==> src/design/b64d_pkg.sv <==
// shared types, constants and the character-to-sextet map for the base64 stream decoder
// no dependencies

package b64d_pkg;

    localparam logic [7:0] PAD_CHAR = 8'h3D;
    localparam int QUEUE_DEPTH = 4;
    localparam int QUEUE_PTR_W = $clog2(QUEUE_DEPTH);
    localparam int QUEUE_CNT_W = $clog2(QUEUE_DEPTH + 1);

    localparam logic [1:0] STATUS_OK = 2'd0;
    localparam logic [1:0] STATUS_LENGTH = 2'd1;
    localparam logic [1:0] STATUS_BAD_CHAR = 2'd2;

    localparam logic [1:0] GROUP_THIRD = 2'd2;
    localparam logic [1:0] GROUP_FOURTH = 2'd3;

    typedef struct packed {
        logic       bad;
        logic [5:0] value;
    } sextet_t;

    // one decoded group handed from the front to the back
    typedef struct packed {
        logic [23:0] triple;
        logic [1:0]  count;
        logic        last;
        logic [1:0]  status;
    } group_cmd_t;

    function automatic sextet_t sextet_of(input logic [7:0] c);
        sextet_t    s;
        logic [7:0] d;
        s.bad = 1'b0;
        s.value = 6'd0;
        d = 8'd0;
        if (c >= 8'h41 && c <= 8'h5A) begin
            d = c - 8'h41;
            s.value = d[5:0];
        end else if (c >= 8'h61 && c <= 8'h7A) begin
            d = c - 8'h61 + 8'd26;
            s.value = d[5:0];
        end else if (c >= 8'h30 && c <= 8'h39) begin
            d = c - 8'h30 + 8'd52;
            s.value = d[5:0];
        end else if (c == 8'h2B) begin
            s.value = 6'd62;
        end else if (c == 8'h2F) begin
            s.value = 6'd63;
        end else if (c == PAD_CHAR) begin
            s.value = 6'd0;
        end else begin
            s.bad = 1'b1;
        end
        return s;
    endfunction

endpackage

==> src/design/base64_stream_decoder_unit.sv <==
// base64 stream decoder: one character word in per cycle while not stalled, decoded byte words out
// each group passes through the group queue into the back end's output register
// 1 character per cycle in, 1 byte per cycle out, each while not stalled; a 4-entry
// group queue decouples the sides, and in_stall rises only when that queue is full
// reset (rst_n low, asynchronous) clears group state, the queue and the output stage
// depends on b64d_pkg, b64d_front, b64d_queue, b64d_back

module base64_stream_decoder_unit (
    input  logic       clk,
    input  logic       rst_n,
    input  logic       in_valid,
    output logic       in_stall,
    input  logic [7:0] in_char,
    input  logic       in_last,
    output logic       out_valid,
    input  logic       out_stall,
    output logic [7:0] out_byte,
    output logic       out_last,
    output logic [1:0] out_status
);

    logic                 push;
    logic                 pop;
    logic                 queue_full;
    logic                 queue_empty;
    b64d_pkg::group_cmd_t push_cmd;
    b64d_pkg::group_cmd_t head_cmd;

    b64d_front u_front (
        .clk        (clk),
        .rst_n      (rst_n),
        .in_valid   (in_valid),
        .in_stall   (in_stall),
        .in_char    (in_char),
        .in_last    (in_last),
        .queue_full (queue_full),
        .push       (push),
        .push_cmd   (push_cmd)
    );

    b64d_queue u_queue (
        .clk      (clk),
        .rst_n    (rst_n),
        .push     (push),
        .push_cmd (push_cmd),
        .pop      (pop),
        .head_cmd (head_cmd),
        .full     (queue_full),
        .empty    (queue_empty)
    );

    b64d_back u_back (
        .clk         (clk),
        .rst_n       (rst_n),
        .head_cmd    (head_cmd),
        .queue_empty (queue_empty),
        .pop         (pop),
        .out_valid   (out_valid),
        .out_stall   (out_stall),
        .out_byte    (out_byte),
        .out_last    (out_last),
        .out_status  (out_status)
    );

endmodule

==> src/design/b64d_front.sv <==
// front end: accepts characters, maps them to sextets and assembles groups of four
// depends on b64d_pkg; pushes group commands into b64d_queue

module b64d_front (
    input  logic                   clk,
    input  logic                   rst_n,
    input  logic                   in_valid,
    output logic                   in_stall,
    input  logic [7:0]             in_char,
    input  logic                   in_last,
    input  logic                   queue_full,
    output logic                   push,
    output b64d_pkg::group_cmd_t   push_cmd
);

    logic [17:0]       hold_reg, hold_next;
    logic [1:0]        pos_reg, pos_next;
    logic              third_pad_reg, third_pad_next;
    logic              bad_reg, bad_next;
    logic              accept;
    logic              bad_any;
    logic              pad_fourth;
    b64d_pkg::sextet_t sx;

    assign in_stall = queue_full;
    assign accept = in_valid & ~queue_full;

    always_comb
    begin
        hold_next = hold_reg;
        pos_next = pos_reg;
        third_pad_next = third_pad_reg;
        bad_next = bad_reg;
        push = 1'b0;
        push_cmd = '0;
        sx = b64d_pkg::sextet_of(in_char);
        bad_any = bad_reg | sx.bad;
        pad_fourth = in_last & (in_char == b64d_pkg::PAD_CHAR);
        if (accept)
        begin
            if (pos_reg != b64d_pkg::GROUP_FOURTH)
            begin
                if (in_last)
                begin
                    push = 1'b1;
                    push_cmd.triple = 24'd0;
                    push_cmd.count = 2'd1;
                    push_cmd.last = 1'b1;
                    push_cmd.status = b64d_pkg::STATUS_LENGTH;
                    hold_next = 18'd0;
                    pos_next = 2'd0;
                    third_pad_next = 1'b0;
                    bad_next = 1'b0;
                end
                else
                begin
                    hold_next = {hold_reg[11:0], sx.value};
                    pos_next = pos_reg + 2'd1;
                    if (pos_reg == b64d_pkg::GROUP_THIRD && in_char == b64d_pkg::PAD_CHAR)
                    begin
                        third_pad_next = 1'b1;
                    end
                    bad_next = bad_any;
                end
            end
            else
            begin
                push = 1'b1;
                push_cmd.triple = {hold_reg, sx.value};
                push_cmd.count = 2'd3 - {1'b0, pad_fourth}
                                 - {1'b0, in_last & third_pad_reg};
                push_cmd.last = in_last;
                push_cmd.status = bad_any ? b64d_pkg::STATUS_BAD_CHAR : b64d_pkg::STATUS_OK;
                hold_next = 18'd0;
                pos_next = 2'd0;
                third_pad_next = 1'b0;
                bad_next = 1'b0;
            end
        end
    end

    always_ff @(posedge clk or negedge rst_n)
    begin
        if (!rst_n)
        begin
            hold_reg <= 18'd0;
            pos_reg <= 2'd0;
            third_pad_reg <= 1'b0;
            bad_reg <= 1'b0;
        end
        else
        begin
            hold_reg <= hold_next;
            pos_reg <= pos_next;
            third_pad_reg <= third_pad_next;
            bad_reg <= bad_next;
        end
    end

endmodule

==> src/design/b64d_queue.sv <==
// short queue of group commands between the front and back ends
// depends on b64d_pkg

module b64d_queue (
    input  logic                   clk,
    input  logic                   rst_n,
    input  logic                   push,
    input  b64d_pkg::group_cmd_t   push_cmd,
    input  logic                   pop,
    output b64d_pkg::group_cmd_t   head_cmd,
    output logic                   full,
    output logic                   empty
);

    b64d_pkg::group_cmd_t              mem [b64d_pkg::QUEUE_DEPTH];
    logic [b64d_pkg::QUEUE_PTR_W-1:0]  wr_ptr_reg, wr_ptr_next;
    logic [b64d_pkg::QUEUE_PTR_W-1:0]  rd_ptr_reg, rd_ptr_next;
    logic [b64d_pkg::QUEUE_CNT_W-1:0]  cnt_reg, cnt_next;
    logic                              do_push;
    logic                              do_pop;

    assign full = (cnt_reg == b64d_pkg::QUEUE_CNT_W'(b64d_pkg::QUEUE_DEPTH));
    assign empty = (cnt_reg == '0);
    assign do_push = push & ~full;
    assign do_pop = pop & ~empty;
    assign head_cmd = mem[rd_ptr_reg];

    always_comb
    begin
        wr_ptr_next = wr_ptr_reg + b64d_pkg::QUEUE_PTR_W'(do_push);
        rd_ptr_next = rd_ptr_reg + b64d_pkg::QUEUE_PTR_W'(do_pop);
        cnt_next = cnt_reg + b64d_pkg::QUEUE_CNT_W'(do_push)
                   - b64d_pkg::QUEUE_CNT_W'(do_pop);
    end

    always_ff @(posedge clk)
    begin
        if (do_push)
        begin
            mem[wr_ptr_reg] <= push_cmd;
        end
    end

    always_ff @(posedge clk or negedge rst_n)
    begin
        if (!rst_n)
        begin
            wr_ptr_reg <= '0;
            rd_ptr_reg <= '0;
            cnt_reg <= '0;
        end
        else
        begin
            wr_ptr_reg <= wr_ptr_next;
            rd_ptr_reg <= rd_ptr_next;
            cnt_reg <= cnt_next;
        end
    end

endmodule

==> src/design/b64d_back.sv <==
// back end: takes group commands from the queue and sends their bytes one word a cycle unless stalled
// depends on b64d_pkg; pops commands from b64d_queue

module b64d_back (
    input  logic                   clk,
    input  logic                   rst_n,
    input  b64d_pkg::group_cmd_t   head_cmd,
    input  logic                   queue_empty,
    output logic                   pop,
    output logic                   out_valid,
    input  logic                   out_stall,
    output logic [7:0]             out_byte,
    output logic                   out_last,
    output logic [1:0]             out_status
);

    b64d_pkg::group_cmd_t cur_reg, cur_next;
    logic [1:0]           idx_reg, idx_next;
    logic                 active_reg, active_next;
    logic                 at_end;
    logic                 can_load;

    assign at_end = (idx_reg == cur_reg.count - 2'd1);
    assign can_load = ~active_reg | (~out_stall & at_end);
    assign pop = can_load & ~queue_empty;

    always_comb
    begin
        cur_next = cur_reg;
        idx_next = idx_reg;
        active_next = active_reg;
        if (pop)
        begin
            cur_next = head_cmd;
            idx_next = 2'd0;
            active_next = 1'b1;
        end
        else if (can_load)
        begin
            active_next = 1'b0;
        end
        else if (~out_stall)
        begin
            idx_next = idx_reg + 2'd1;
        end
    end

    always_comb
    begin
        case (idx_reg)
            2'd0: out_byte = cur_reg.triple[23:16];
            2'd1: out_byte = cur_reg.triple[15:8];
            default: out_byte = cur_reg.triple[7:0];
        endcase
    end

    assign out_valid = active_reg;
    assign out_last = cur_reg.last & at_end;
    assign out_status = cur_reg.status;

    always_ff @(posedge clk)
    begin
        cur_reg <= cur_next;
    end

    always_ff @(posedge clk or negedge rst_n)
    begin
        if (!rst_n)
        begin
            idx_reg <= 2'd0;
            active_reg <= 1'b0;
        end
        else
        begin
            idx_reg <= idx_next;
            active_reg <= active_next;
        end
    end

endmodule

==> config.mk <==
export PLATFORM = sky130hd
export DESIGN_NAME = base64_stream_decoder_unit
export DESIGN_NICKNAME = d
export VERILOG_FILES = /design/src/design/b64d_pkg.sv /design/src/design/base64_stream_decoder_unit.sv /design/src/design/b64d_front.sv /design/src/design/b64d_queue.sv /design/src/design/b64d_back.sv
export SDC_FILE = /design/constraint.sdc
export NUM_CORES = 1
export LEC_CHECK = 0
export BUFFER_PORTS_ARGS = -buffer_cell sky130_fd_sc_hd__buf_2
export CORE_UTILIZATION = 35
export DETAILED_ROUTE_END_ITERATION = 10
export GPL_TIMING_DRIVEN = 0
export PLACE_DENSITY_LB_ADDON = 0.3
export SETUP_SLACK_MARGIN = 0.02
export SYNTH_ARGS = -nofsm -noshare
export SYNTH_HDL_FRONTEND = slang
export SYNTH_SLANG_ARGS = --single-unit
==> constraint.sdc <==
create_clock -name clk -period 5.4 [get_ports clk]
set_clock_uncertainty 0.05 [all_clocks]
set_input_delay 0.54 -clock clk [delete_from_list [all_inputs] [get_ports clk]]
set_output_delay 0.54 -clock clk [all_outputs]
set_load 0.01 [all_outputs]
Word level (Yosys, flattened, before mapping)
Memories as Yosys holds them, arrays and structs flattened. A register that Yosys moved wholly into a read port is not among the register bits. Cells that the tools add are included. Widths: inputs -> output; s select.

Memory bits (writable): 116. Input port bits: 13. Word-level logic and storage cells: 99. Register bits: 32. Memories kept: 1. Output and inout port bits: 13.

Memory list: u_queue.mem (words 4, width 29, rd ports 1, clocked after memory_dff 1, write ports 1, RTL line b64d_queue.sv:15) `b64d_pkg::group_cmd_t mem [b64d_pkg::QUEUE_DEPTH];`.

Add/sub/neg operators: 14. Bitwise operators: 14. Order comparisons: 6. Equality and inequality tests: 11. Muxes and demuxes: 35. Reductions and logical operators: 9.

Operators with widths (number): $mux 29 (2); $mux 18 (2); $mux 6 (5); $eq 8x6->1 const B (3); $mux 1 (18); $ge 8x7->1 const B (2); $le 8x7->1 const B (2); $pmux 8 s2 (1); $mux 2 (6); $sub 6x6->6 const B (2); $and 1x1->1 (8); $ge 8x6->1 const B (1); $le 8x6->1 const B (1); $add 6x5->6 const B (1); $add 6x6->6 const B (1); $sub 6x1->6 const B (1); $add 2x1->2 (2); $add 2x1->2 const B (2); $logic_and 1x1->1 (4); $mux 4 (1); $ne 2x2->1 const B (2); $not 1->1 (4); $reduce_and 2->1 (2); $add 3x1->3 (1); other kinds (14) (15).

Depth between registers and ports, before layout
Gate-level depths: netlist of run 1.

Word-level depth: 11. Mapped depth: 11. Mapped depth without buffers: 11.

By module
From an unflattened synthesis of run 1, not the netlist that was laid out.

Cells, all modules: 458. Area, all modules: 7516.0 µm².

By module, submodules not included: b64d_queue (sequential area each 3658.5 µm², cells an instance 184, area an instance 4595.7 µm², times used 1); b64d_front (sequential area each 550.5 µm², cells an instance 193, area an instance 1674.1 µm², times used 1); b64d_back (sequential area each 945.9 µm², cells an instance 81, area an instance 1246.2 µm², times used 1).

Least setup slack after synthesis of run 1
No wires, ideal clock.

Path type: reg-to-reg. Start: register u_back.idx_reg[1]. End: register u_queue.cnt_reg[2] (netlist bit). Slack: 1.605 ns. Clock period less this slack: 3.795 ns. Library setup time: 0.123 ns. Arrival: 3.622 ns. Data required time: 5.227 ns. Cell stages (with the launch flop): 12. Buffers on the path: 0. Path through: dfrtp_1 -> xnor2_1 -> mux2i_1 -> o21ai_0 -> nor2b_1 -> ha_1 -> inv_1 -> ha_1 -> inv_1 -> fa_1 -> xnor2_1 -> xnor2_1.

Longest elaborated chain between the ends: 6.

RTL lines: from (decl) (RTL line b64d_back.sv:18) `logic [1:0] idx_reg, idx_next;`; from (signal assigned) (RTL line b64d_back.sv:75) `idx_reg <= idx_next;`; $eq 2x2->1 (RTL line b64d_back.sv:23) `assign at_end = (idx_reg == cur_reg.count - 2'd1);`; $and 1x1->1 (RTL line b64d_back.sv:24) `assign can_load = ~active_reg | (~out_stall & at_end);`; $or 1x1->1 (RTL line b64d_back.sv:24); $and 1x1->1 (RTL line b64d_back.sv:25) `assign pop = can_load & ~queue_empty;`; named net pop (RTL line base64_stream_decoder_unit.sv:23) `logic pop;`; $and 1x1->1 (RTL line b64d_queue.sv:25) `assign do_pop = pop & ~empty;`; $sub 3x1->3 (RTL line b64d_queue.sv:33) `- b64d_pkg::QUEUE_CNT_W'(do_pop);`; named net u_queue.cnt_next (one bit) (RTL line b64d_queue.sv:18) `logic [b64d_pkg::QUEUE_CNT_W-1:0] cnt_reg, cnt_next;`; to (signal assigned) (RTL line b64d_queue.sv:56) `cnt_reg <= cnt_next;`; to (decl) (RTL line b64d_queue.sv:18).

The timed path passes the listed nets, and every way through them passes these cells. A chain may end at the register's enable or synchronous reset.

Worst setup path in the final report of run 1
Ends and elaborated chain as after synthesis.

==> flow_summary.ini, run 1 <==
[yosys]
yosysSeqAreaShare = 0.698
synth_async_reset_ratio = 0.181
yosys_most_used_dff = edfxtp_1
synth_top_family_by_area = multiplexers
synth_edf_count = 145
synth_xor_area_frac = 0.00949
syn_inst = 448
synth.mux.area_fraction = 0.0912
synth.top_cells.by_count = 145 x edfxtp_1, 32 x dfrtp_1, 30 x nand2_1
synthesis.yosys.warnings = 0
synth.area.top_cells = edfxtp_1 59%, dfrtp_1 11%, mux4_2 8.8%
synth_cell_types = 49
syn_avg_cell_area_um2 = 16.5
synth-simple-area-share = 0.0778
yosys.area.top_type = edfxtp_1
synthAdderAreaFrac = 0.0332
netlist.area_leader.share = 0.590
mappedNetlistNets = 480
complex_gate_fraction_of_the_synthesized_area = 0.0680
post_synth_instance_area_um2 = 7380
yosys.cell_count.top_type = edfxtp_1
yosys_register_bits = 177

[route]
drt_iter0_drc = 288
postRouteAntennaNets = 0
route.detailed.drc = 0
drt_pre_antenna_iters = 5
vias_per_cell = 5.07
detail_route.wirelength_um = 14300
post_drt_wl_per_cell_um = 18.4
vias = 3957

[outcome]
status = complete, no violations

[die]
coreArea_um2 = 20400
pin_count = 26
row_count = 52
die_y_um = 147
start_util = 0.361
die_x_um = 147
die_area_um2 = 21700

[layout]
antenna-diode-count = 0
multi_input_comb_area_um2 = 2090
nets = 529
design_area_um2 = 8590
largest_reg_flops = 116
final-seq-area_um2 = 5150
fillCellCount = 1862
area_growth_syn_to_layout_pct = 16.4
final_cell_count_no_fill = 780
finish.utilization = 0.420
fraction_of_layout_instances_using_a_drive_strength_above_1 = 0.222

[clock_network]
post-cts-setup-buffers = 0
worst_setup_hold_path_clk_slew_ns = 0.07
post_cts_resize_count = 0
cts_buffers = 17
worst_skew_pair.late_latency_ns = 0.42
clock_tree_from_tritoncts = yes
clock-sinks = 177
cts_max_level = 4
clock_tree.buffer_depth = 2
holdBufCountCts = 0
clock-root-buffer = clkbuf_16

[power]
leakage_power_total_uw = 0.00319
vdd.ir_drop.worst_uv = 182
power_density_nw_per_um2 = 487

[worst_setup_path]
crit_arrival_ns = 3.61
worst-path-max-fanout = 31
required_ns = 5.69
endpoint_type_of_the_worst_setup_path = flip-flop
critPathKind = reg -> reg
reg2reg_setup_slack_ns = 2.08
crit_path_start_kind = flip-flop

[placement]
pre_cts_ws_ns = 2.00
dp_hpwl_um = 9880
post-place-cells = 748
routabilityCongestion = 0.778
portBuffers = 25
placed_cell_area_um2 = 7960

[grt]
global_route.usage.met3 = 0.0224
grt_remaining_overflow = 0
initial_antenna_violation_count = 0
grt_util_met1 = 0.188
maximum_number_of_pins_on_one_net_before_global_route_repair = 33
first_global_vias = 4048
globalRouteTotalUtil = 0.139
grt_use_met2 = 0.230
grt_first_pass_wirelength_um = 22700
gr-max-usage-layer = met2

[timing]
period_share = 0.615
total_setup_violations_reported_at_the_end_of_the_flow = 0
slew_violations = 0
fin_crit_ns = 3.32
final_hold_viol_count = 0
worst-slew-pin-transition_ns = 0.937
grt_setup_unrepaired = false
achievable-frequency_mhz = 301
setup_slack_ns = 2.08
slew_headroom = 0.374

[job]
max_cap_viol_count = 0

[worst_hold_path]
min_path_type = in -> async
per-stage QoR:
stage / total power (uW) / hold slack, ns / setup TNS [ns]
2_1_floorplan: 2590 / 0.194 / 0
3_3_place_gp: 2920 / 0.426 / -0.599
3_5_place_dp: 2980 / 0.439 / 0
4_1_cts: 4230 / 0.167 / 0
5_1_grt: 4380 / 0.198 / 0
6_report: 4180 / 0.156 / 0
where the power goes:
| group | switching, uW | internal [uW] |
|---|---|---|
| Combinational | 597 | 444 |
| Clock | 519 | 740 |
| Sequential | 103 | 1780 |
| Total | 1220 | 2960 |
worst max-delay path, stage by stage (launching register included):
cell and delay [ns]:
dfrtp_1 0.41, xnor2_1 0.23, mux2i_1 0.18, o21ai_0 0.26, nor2b_4 0.81, ha_1 0.37, inv_1 0.06, ha_1 0.13
inv_1 0.05, fa_1 0.37, xnor2_1 0.19, xnor2_1 0.15
cell usage in the layout, fill, tap and decap left out, types with 4 or more instances in the layout:
cell         n
a21oi_1      7
a22o_1      17
a22oi_1      9
a31oi_1      4
and2_1       5
and3_1      20
buf_2       31
clkbuf_1    11
clkbuf_16   20
clkinv_4     4
dfrtp_1     32
edfxtp_1   145
ha_1        18
inv_1       19
mux4_2      29
nand2_1     30
nand2b_1     4
nand3_1      9
nor2_1       8
nor2b_1      8
nor3_1       5
o211ai_1     4
o21ai_0      9
xnor2_1      6
metal layers:
| metal | wire, um | vias to the layer above |
|---|---|---|
| met5 | 0 | - |
| met3 | 476 | 9 |
| met4 | 109 | 0 |
| met2 | 7150 | 67 |
| li1 | - | 1850 |
| met1 | 6600 | 2031 |
cell families (layout without fill, tap and decap cells):
group,after synthesis,count (layout)
adders and majority gates,19,19
xor gates and xnor gates,8,8
buffers and inverters,39,101
and+or+nand+nor,107,107
muxes,31,31
AOI/OAI and AO/OA,67,67
DFF,177,177
path summary, 6_finish.rpt:
path / from / to / depth (start not counted)
setup reg to reg: u_back.idx_reg[1] / u_queue.cnt_reg[2] / 11
hold reg to reg: u_front.hold_reg[17] / u_front.hold_reg[17] / 1
max in group asynchronous: rst_n / u_front.hold_reg[9] / 1
min in group clk: out_stall / u_back.out_valid / 3
hold / removal: rst_n / u_queue.cnt_reg[2] / 1
setup / recovery: u_back.idx_reg[1] / u_queue.cnt_reg[2] / 11
cell type report:
class	count	share of cell area
inverter	20	0.00874
buffer	19	0.0101
tap	270	0.0393
multi-input combinational	232	0.244
clock buffer	21	0.0599
clock inverter	11	0.0131
timing repair buffer	30	0.0249
sequential	177	0.600
No activity file was read; power rests on OpenSTA's default activity.
==> run 2, diff against run 1 <==
clock period = 2.8 ns   (was 5.4 ns; I/O delays follow)
==> run 2 against run 1 <==
- flip-flop and latch count did not move
- register-to-register slack got worse by 1.9 ns
- die area unchanged
- combinational power rose by 99%
- sequential power up 93%
- sequential share of layout area about the same
- final cell count is 0.38% higher
- maximum frequency rose by 26%
- non-clock buffer count rose by 2
- power grew 92%
- first-iteration DRC count fell by 18%
==> flow_summary.ini, run 2 (same netlist as run 1, synthesis figures left out) <==
[timing]
achievable-frequency_mhz = 380
slew_headroom = 0.376
worst-slew-pin-transition_ns = 0.931
total_setup_violations_reported_at_the_end_of_the_flow = 0
period_share = 0.940
fin_crit_ns = 2.63
slew_violations = 0
final_hold_viol_count = 0
grt_setup_unrepaired = false

[worst_setup_path]
required_ns = 2.79
crit_arrival_ns = 2.63
reg2reg_setup_slack_ns = 0.17
crit_path_cell_trace = or3b_1, and2_1, o21ai_1, inv_1, and3_2
crit_buf_inv = 1
largest_delay_share_family_worst_path = simple AND/OR/NAND/NOR gates
critPathKind = reg -> reg
critical-path-slowest-cell = and3_2
timing.critical_path.slowest_cell_delay_ns = 0.55
worst-path-max-fanout = 29
crit_path_start_kind = flip-flop
endpoint_type_of_the_worst_setup_path = flip-flop

[power]
clock_power_share = 0.288
p_sw_uw = 2310
combPwrFrac = 0.259
seq_power_share = 0.453
report.power.total_uw = 8010
power_density_nw_per_um2 = 934
vdd.ir_drop.worst_uv = 417
power_report.internal_total_uw = 5700
leakage_power_total_uw = 0.00318
p_sw_frac = 0.288

[route]
met2_wirelength_um = 7540
dr_wl_met3_um = 264
detail_route.wirelength_um = 14600
post_drt_wl_per_cell_um = 18.6
vias = 3956
postRouteAntennaNets = 0
drt_pre_antenna_iters = 4
route.detailed.drc = 0
drt_iter0_drc = 236
maxUsedRoutingLayer = met4
vias_per_cell = 5.05
drt-met1-wl_um = 6580

[job]
max_cap_viol_count = 0

[grt]
grt_remaining_overflow = 0
globalRouteTotalUtil = 0.144
first_global_vias = 4095
grt_first_pass_wirelength_um = 23100
maximum_number_of_pins_on_one_net_before_global_route_repair = 33
initial_antenna_violation_count = 0

[die]
pin_count = 26
start_util = 0.361
die_area_um2 = 21700
die_y_um = 147
row_count = 52
coreArea_um2 = 20400
die_x_um = 147

[layout]
fraction_of_layout_instances_using_a_drive_strength_above_1 = 0.224
largest_reg_flops = 116
final_cell_count_no_fill = 783
design_area_um2 = 8580
area_growth_syn_to_layout_pct = 16.3
layout_common_cells = 145 x edfxtp_1, 32 x dfrtp_1, 31 x buf_2, 30 x nand2_1, 29 x mux4_2
final_common_cell = edfxtp_1
antenna-diode-count = 0
nets = 532

[clock_network]
clock_tree_from_tritoncts = yes
worst_setup_hold_path_clk_slew_ns = 0.06
clock-sinks = 177
clock_tree.buffer_depth = 2
cts_buffers = 17
clock-root-buffer = clkbuf_16
worst_skew_pair.late_latency_ns = 0.41
cts_max_level = 4

[placement]
placed_cell_area_um2 = 7950
portBuffers = 25
routabilityCongestion = 0.786
post-place-cells = 747
dp_hpwl_um = 9800

[outcome]
status = complete, no violations

[worst_hold_path]
min_path_type = in -> reg
run 2: power by group through the flow:
| stage | sequential (uW) | clock (uW) | combinational [uW] |
|---|---|---|---|
| floorplan | 3610 | 0 | 1400 |
| global placement | 3660 | 0 | 1970 |
| global route | 3680 | 2470 | 2290 |
| finish | 3630 | 2310 | 2070 |
| CTS | 3630 | 2360 | 2140 |
| detailed placement | 3690 | 0 | 2070 |
run 2: layout make-up:
cell class / count / area (um2)
Clock inverter: 9 / 105
Inverter: 20 / 75.1
Clock buffer: 23 / 479
Buffer: 19 / 86.3
Multi-Input combinational cell: 233 / 2120
Tap cell: 270 / 338
Timing Repair Buffer: 32 / 220
Sequential cell: 177 / 5150
Fill cell: 1847 / 11800
run 2: worst reg2reg max path, cell delays in order (launching register included):
cell and delay, ns:
dfrtp_1 0.45, or3b_1 0.52, and2_1 0.23, o21ai_1 0.21
inv_1 0.21, and3_2 0.56
run 2: path summary, 6_finish.rpt:
check / cells past startpoint / start / endpoint
worst max-delay path: 5 / u_queue.cnt_reg[1] / u_queue.mem[3][19]
worst min-delay path: 3 / out_stall / u_back.out_valid
worst max register to register: 5 / u_queue.cnt_reg[1] / u_queue.mem[3][19]
worst min register to register: 1 / u_front.hold_reg[16] / u_front.hold_reg[16]
max in group asynchronous: 2 / rst_n / u_front.hold_reg[15]
min in group asynchronous: 2 / rst_n / u_queue.cnt_reg[1]
run 2: timing repair:
item,in CTS,in global routing
hold buffers,1,0
setup endpoints to repair,2,9
setup buffers,2,0
resized for setup,3,2
endpoints found under the hold margin,32,0
gates cloned,1,0
run 2: per-layer routing:
metal / GRT usage / vias to the layer above
met5: 0 / -
met4: 0.0526 / 0
met3: 0.0220 / 11
met2: 0.248 / 45
met1: 0.183 / 2046
li1: - / 1854
run 2: metrics by stage:
step / utilization / setup TNS [ns] / hold WS (ns) / setup WS [ns]
5_1_grt: 0.420 / 0 / 0.151 / 0.0332
3_3_place_gp: 0.385 / -112.84 / 0.334 / -1.35
4_1_cts: 0.420 / 0 / 0.197 / 0.0242
3_5_place_dp: 0.389 / -1.01 / 0.328 / -0.578
2_1_floorplan: - / -0.0520 / -0.0656 / -0.0520
6_report: 0.420 / 0 / 0.146 / 0.167
